### src/rtl/lbmh_pkg.sv
// Shared constants, codes and types of the log-binned mass histogram.
package lbmh_pkg;

  localparam int MaxBins    = 64;
  localparam int MassW      = 48;
  localparam int CountW     = 32;
  localparam int NormW      = 48;
  localparam int NormHalfW  = NormW / 2;
  localparam int CmdW       = 2;
  localparam int SlotW      = 7;
  localparam int BinW       = 6;
  localparam int StatusW    = 3;
  localparam int OutW       = 64;
  localparam int ProdW      = CountW + NormW;
  localparam int MulW       = CountW + NormHalfW;
  localparam int RootW      = CountW;
  localparam int RemW       = RootW + 3;
  localparam int RadW       = 2 * RootW;

  typedef enum logic [CmdW-1:0] {
    CMD_LOAD  = 2'd0,
    CMD_ADD   = 2'd1,
    CMD_READ  = 2'd2,
    CMD_CLEAR = 2'd3
  } cmd_e;

  typedef enum logic [StatusW-1:0] {
    ST_OK      = 3'd0,
    ST_ZERO    = 3'd1,
    ST_UNDER   = 3'd2,
    ST_OVER    = 3'd3,
    ST_BAD_IDX = 3'd4
  } status_e;

  typedef enum logic {
    CFG_BINS = 1'b0,
    CFG_NORM = 1'b1
  } cfg_idx_e;

  // One classified command as it waits between front and back.
  typedef struct packed {
    cmd_e             op;
    logic [SlotW-1:0] slot;
    logic [MassW-1:0] mass;
    logic             bad_slot;
    logic             zero_mass;
  } entry_t;

endpackage

### src/rtl/lbmh_fifo.sv
// Two-entry queue between the classifying front and the execution engine.
module lbmh_fifo (
  input  logic              clk_i,
  input  logic              rst_ni,
  input  logic              push_i,
  input  lbmh_pkg::entry_t  push_data_i,
  output logic              full_o,
  input  logic              pop_i,
  output logic              empty_o,
  output lbmh_pkg::entry_t  head_o
);
  import lbmh_pkg::*;

  entry_t     slots_q [2];
  logic       wr_ptr_q, rd_ptr_q;
  logic [1:0] fill_q;

  assign full_o  = (fill_q == 2'd2);
  assign empty_o = (fill_q == 2'd0);
  assign head_o  = slots_q[rd_ptr_q];

  always_ff @(posedge clk_i) begin
    if (push_i) slots_q[wr_ptr_q] <= push_data_i;
  end

  always_ff @(posedge clk_i or negedge rst_ni) begin
    if (!rst_ni) begin
      wr_ptr_q <= 1'b0;
      rd_ptr_q <= 1'b0;
      fill_q   <= 2'd0;
    end else begin
      if (push_i) wr_ptr_q <= ~wr_ptr_q;
      if (pop_i)  rd_ptr_q <= ~rd_ptr_q;
      fill_q <= fill_q + {1'b0, push_i} - {1'b0, pop_i};
    end
  end
endmodule

### config.mk
export PLATFORM = sky130hd
export DESIGN_NAME = lbmh_fifo
export DESIGN_NICKNAME = d
export VERILOG_FILES = /design/src/rtl/lbmh_pkg.sv /design/src/rtl/lbmh_fifo.sv
export SDC_FILE = /design/constraint.sdc
export NUM_CORES = 1
export LEC_CHECK = 0
export BUFFER_PORTS_ARGS = -buffer_cell sky130_fd_sc_hd__buf_2
export CORE_MARGIN = 3
export CORE_UTILIZATION = 50
export DETAILED_ROUTE_END_ITERATION = 10
export HOLD_SLACK_MARGIN = 0.06
export PLACE_DENSITY_LB_ADDON = 0.25
export REMOVE_ABC_BUFFERS = 1
export SLEW_MARGIN = 15
export SYNTH_ARGS = -nofsm -noshare
export SYNTH_HDL_FRONTEND = slang
export SYNTH_SLANG_ARGS = --single-unit
### constraint.sdc
create_clock -name clk_i -period 10.7 [get_ports clk_i]
set_input_delay 3.21 -clock clk_i [delete_from_list [all_inputs] [get_ports clk_i]]
set_output_delay 3.21 -clock clk_i [all_outputs]
set_load 0.02 [all_outputs]
Yosys cells after proc, flatten, opt, wreduce, memory -nomap -nowiden
Memories as Yosys holds them, arrays and structs flattened.
Index checks and enable logic that the tools add are counted.
{"block": "op_classes", "n_addsub": 2, "n_eq_ne": 1, "n_mux": 2, "bitwise": 2, "n_reduce_logical": 1}
{"operator": "$add A2 B1 Y2", "n": 1}
{"operator": "$eq A2 B2 Y1 const B", "n": 1}
{"operator": "$logic_not A2 Y1", "n": 1}
{"operator": "$mux W1", "n": 2}
{"operator": "$not A1 Y1", "n": 2}
{"operator": "$sub A2 B1 Y2", "n": 1}
{"block": "totals", "ff_bits": 4, "ram_bits": 118, "inputBits": 63, "out_inout_bits": 61, "elab_cells": 12, "n_memories": 1}
{"name": "slots_q", "words": 2, "word_bits": 59, "rd": 1, "rd_ports_with_merged_regs": 0, "wr": 1, "line_no": "lbmh_fifo.sv:14", "text": "entry_t slots_q [2];"}

Logic depth before layout (Yosys ltp)
{"block": "logic_depth", "depth_word": 2, "depth_mapped": 5, "mapped_depth_nobuf": 5}

Worst setup path before layout
Ideal clock, no wire load.
{"block": "synth_timing", "path_type": "input-to-reg", "start": "input push_i", "end": "memory slots_q[0][0] in the netlist's numbering, enable pin", "setup_time_ns": 0.483, "arrival_ns": 5.811, "required_ns": 10.217, "setup_slack_ns": 4.406, "stages": 1, "path_buffers": 0, "cell_sequence": "nor2b_1"}
{"block": "synth_between", "elab_chain_len": 2}
{"element": "start: declaration", "line_no": "lbmh_fifo.sv:5", "text": "input logic push_i,"}
{"element": "$mux W1", "line_no": "lbmh_fifo.sv:23", "text": "if (push_i) slots_q[wr_ptr_q] <= push_data_i;"}
{"element": "$mux W1 (not written as such)", "line_no": "lbmh_fifo.sv:23"}
{"element": "end: declaration", "line_no": "lbmh_fifo.sv:14"}
No other way between the ends.

==> key figures <==
Run status
  • Outcome: finished, final reports clean

Detailed routing
  • Routed Antenna Nets: 0
  • Wire length per cell: 16.4 microns
  • Via density: 4.69
  • Vias: 2227
  • Routed WL: 7.78 mm
  • TritonRoute pass-1 iters: 4
  • DRT iter0 DRCs: 99
  • DRC: 0

Power
  • LEAKAGE: 2.48 nW
  • Worst VDD drop: 247 uV
  • PD cells: 299 nW/um^2

Critical path
  • Crit path max fanout: 60
  • Cell count of the worst reg-to-reg path: 2
  • CP cell instances: mux2_4, buf_2
  • Startpoint types: flop
  • Critical R2R Capture: slots_q[0][15]$_DFFE_PP_
  • Worst Setup SP: rd_ptr_q$_DFFE_PN0P_
  • Worst path slowest cell: dfrtp_4
  • Crit Path Class: flop to primary output
  • Crit path largest cell delay: 1.18 ns
  • Worst Path Arrival: 2.23 ns
  • Flop-to-flop setup slack: 8.76 ns
  • CP required: 7.49 ns
  • Worst setup EP type: primary output
  • Crit Reg-Reg Startpoint: wr_ptr_q$_DFFE_PN0P_

Floorplan
  • FP Rows: 34
  • DIE AREA: 10700 sq um
  • Core Region: 8980 sq um
  • Initial core utilization: 53.0%
  • Die W: 104 microns
  • Die height: 104 microns
  • Io pins: 124

Synthesis
  • Cell Area, Synth: 4760 sq um
  • Yosys reg bits: 122
  • Top cells by area, synth: edfxtp_1, mux2_4, buf_12
  • Synth warn: 0
  • Synth async-reset ratio: 3.28%
  • Mapped Cells: 199
  • Commonest cells in the netlist: edfxtp_1, mux2_4, buf_12, dfrtp_1
  • Post-synth top area share: 74.5%
  • Most frequent cell after synthesis: edfxtp_1
  • Synth unique cells: 12
  • Number of enable flip-flop cells after synthesis: 118
  • Syn Area/Cell: 23.9 sq um
  • Post-synth top flop: edfxtp_1
  • Top cell type by total area after synthesis: edfxtp_1
  • Post-synthesis sequential area ratio: 76.6%

STA
  • Final Cycle Share: 50.8%
  • Fin Hold WS: 0.559 ns
  • Slew Limit Fails: 0
  • Setup Skew: 0.00459 ns
  • Tmin final: 5.44 ns
  • Rel. slew slack: 24.8%
  • Final Setup Violations: 0
  • Fmax: 184 MHz
  • Final setup TNS: 0 ns
  • RSZ-0062 raised after global routing: no
  • Worst slew pin tran: 1.13 ns
  • Endpoints failing hold: 0

Global route
  • Largest net degree at the start of global routing: 61
  • Vias in the first global route: 2527
  • Global route overflow: 0
  • Initial antenna violation count: 0
  • Global-route wire length before repair: 12.6 mm
  • Total GRT Usage: 15.2%

Clocking
  • Post-CTS Setup Bufs: 0
  • Deepest clock path buffer count: 2
  • H-tree depth reported by CTS: 4
  • Hold_buf cts: 0
  • CTS tree: built
  • Cts bufs inserted: 17
  • Clk slew on worst S/H paths: 0.06 ns
  • Clock root buffer: clkbuf_8
  • Clock tree sinks: 122
  • Post-CTS resize count: 0
  • Clock Latency Late Sink: 0.49 ns

Layout
  • P&R area growth vs syn: 26.9%
  • Antenna cells: 0
  • Nets@finish: 401
  • Share of layout cells above drive strength 1: 62.2%
  • Filler cells: 622

Worst hold path
  • Hold worst-path end: wr_ptr_q$_DFFE_PN0P_
  • HP Start: wr_ptr_q$_DFFE_PN0P_
  • Hold depth: 1
  • Tightest Hold Check Type: flop to flop

Job
  • Max-cap violations: 0

Place
  • PortBufs: 123
  • Routability congestion estimate: 0.673
-- cell type report --
type	count	area [sq um]	area share, %
inverters	2	7.51	0.124
clock buffers	17	414	6.86
repair buffers	125	631	10.4
well taps	126	158	2.61
flip-flops and latches	122	3650	60.4
multi-input cells	68	983	16.3
clock inverters	15	198	3.27
-- critical path: cells and delay by family (launching register included) --
| family | cells | cell delay (ns) |
|---|---|---|
| flip-flops | 1 | 1.18 |
| multiplexers | 1 | 0.36 |
| buffers and inverters | 1 | 0.16 |
-- report_power, final --
| part | leakage, nW | internal (W) | switching, W | total (W) |
|---|---|---|---|---|
| clock network | 0.286 | 0.000378 | 0.000201 | 0.000579 |
| logic | 1.05 | 0.000255 | 0.000247 | 0.000503 |
| registers | 1.15 | 0.000636 | 0.0000879 | 0.000724 |
| total | 2.48 | 0.00127 | 0.000536 | 0.00181 |
-- layer usage --
| metal | global-route usage (%) | part of all wire, % |
|---|---|---|
| met5 | 0 | 0 |
| met4 | 5.70 | 0.53 |
| met3 | 5.78 | 6.2 |
| met2 | 25.6 | 51 |
| met1 | 17.8 | 42 |
-- flip-flops by register name (all words and copies together), names as in the netlist --
signal,flops
fill_q,2
slots_q,118
rd_ptr_q,1
wr_ptr_q,1
-- cells by family (layout without fill, tap and decap cells) --
| kind of cell | after synthesis | after routing | synth area share, % |
|---|---|---|---|
| mux | 59 | 59 | 18.6 |
| flops | 122 | 122 | 76.6 |
| fa+ha+maj | 2 | 2 | 0.526 |
| simple gates | 4 | 4 | 0.473 |
| buf+inv | 9 | 159 | 2.92 |
| xor+xnor | 3 | 3 | 0.868 |
-- cells in the final DEF, fill, tap and decap left out, types with 2 or more instances in the layout --
cell | synthesis | final
inv_6 | 0 | 3
bufinv_16 | 0 | 4
buf_2 | 0 | 123
mux2_4 | 59 | 59
buf_4 | 0 | 2
clkbuf_16 | 0 | 16
edfxtp_1 | 118 | 118
inv_1 | 2 | 2
dfrtp_1 | 4 | 3
clkinvlp_4 | 0 | 4
clkinv_1 | 0 | 2
ha_1 | 2 | 2
xor2_1 | 2 | 2
-- metrics by stage --
step	setup WS [ns]	std cells	cell area, sq um	utilization [%]	power (W)
after global routing	5.15	475	6040	67.3	0.00189
after global placement	5.76	443	5430	60.5	0.00124
final	5.26	475	6040	67.3	0.00181
after floorplan	4.41	192	4630	-	0.00111
after detailed placement	5.75	443	5430	60.5	0.00125
after CTS	5.21	475	6040	67.3	0.00183
-- how the worst max path moves through the flow --
stage / to / cells past startpoint
2_1_floorplan: slots_q[0][0]$_DFFE_PP_ / 1
3_3_place_gp: head_o[16] / 2
3_5_place_dp: slots_q[0][45]$_DFFE_PP_ / 3
4_1_cts: head_o[55] / 2
5_1_grt: head_o[55] / 2
6_report: head_o[16] / 2
Note: power is estimated with default switching activity, not from simulation.
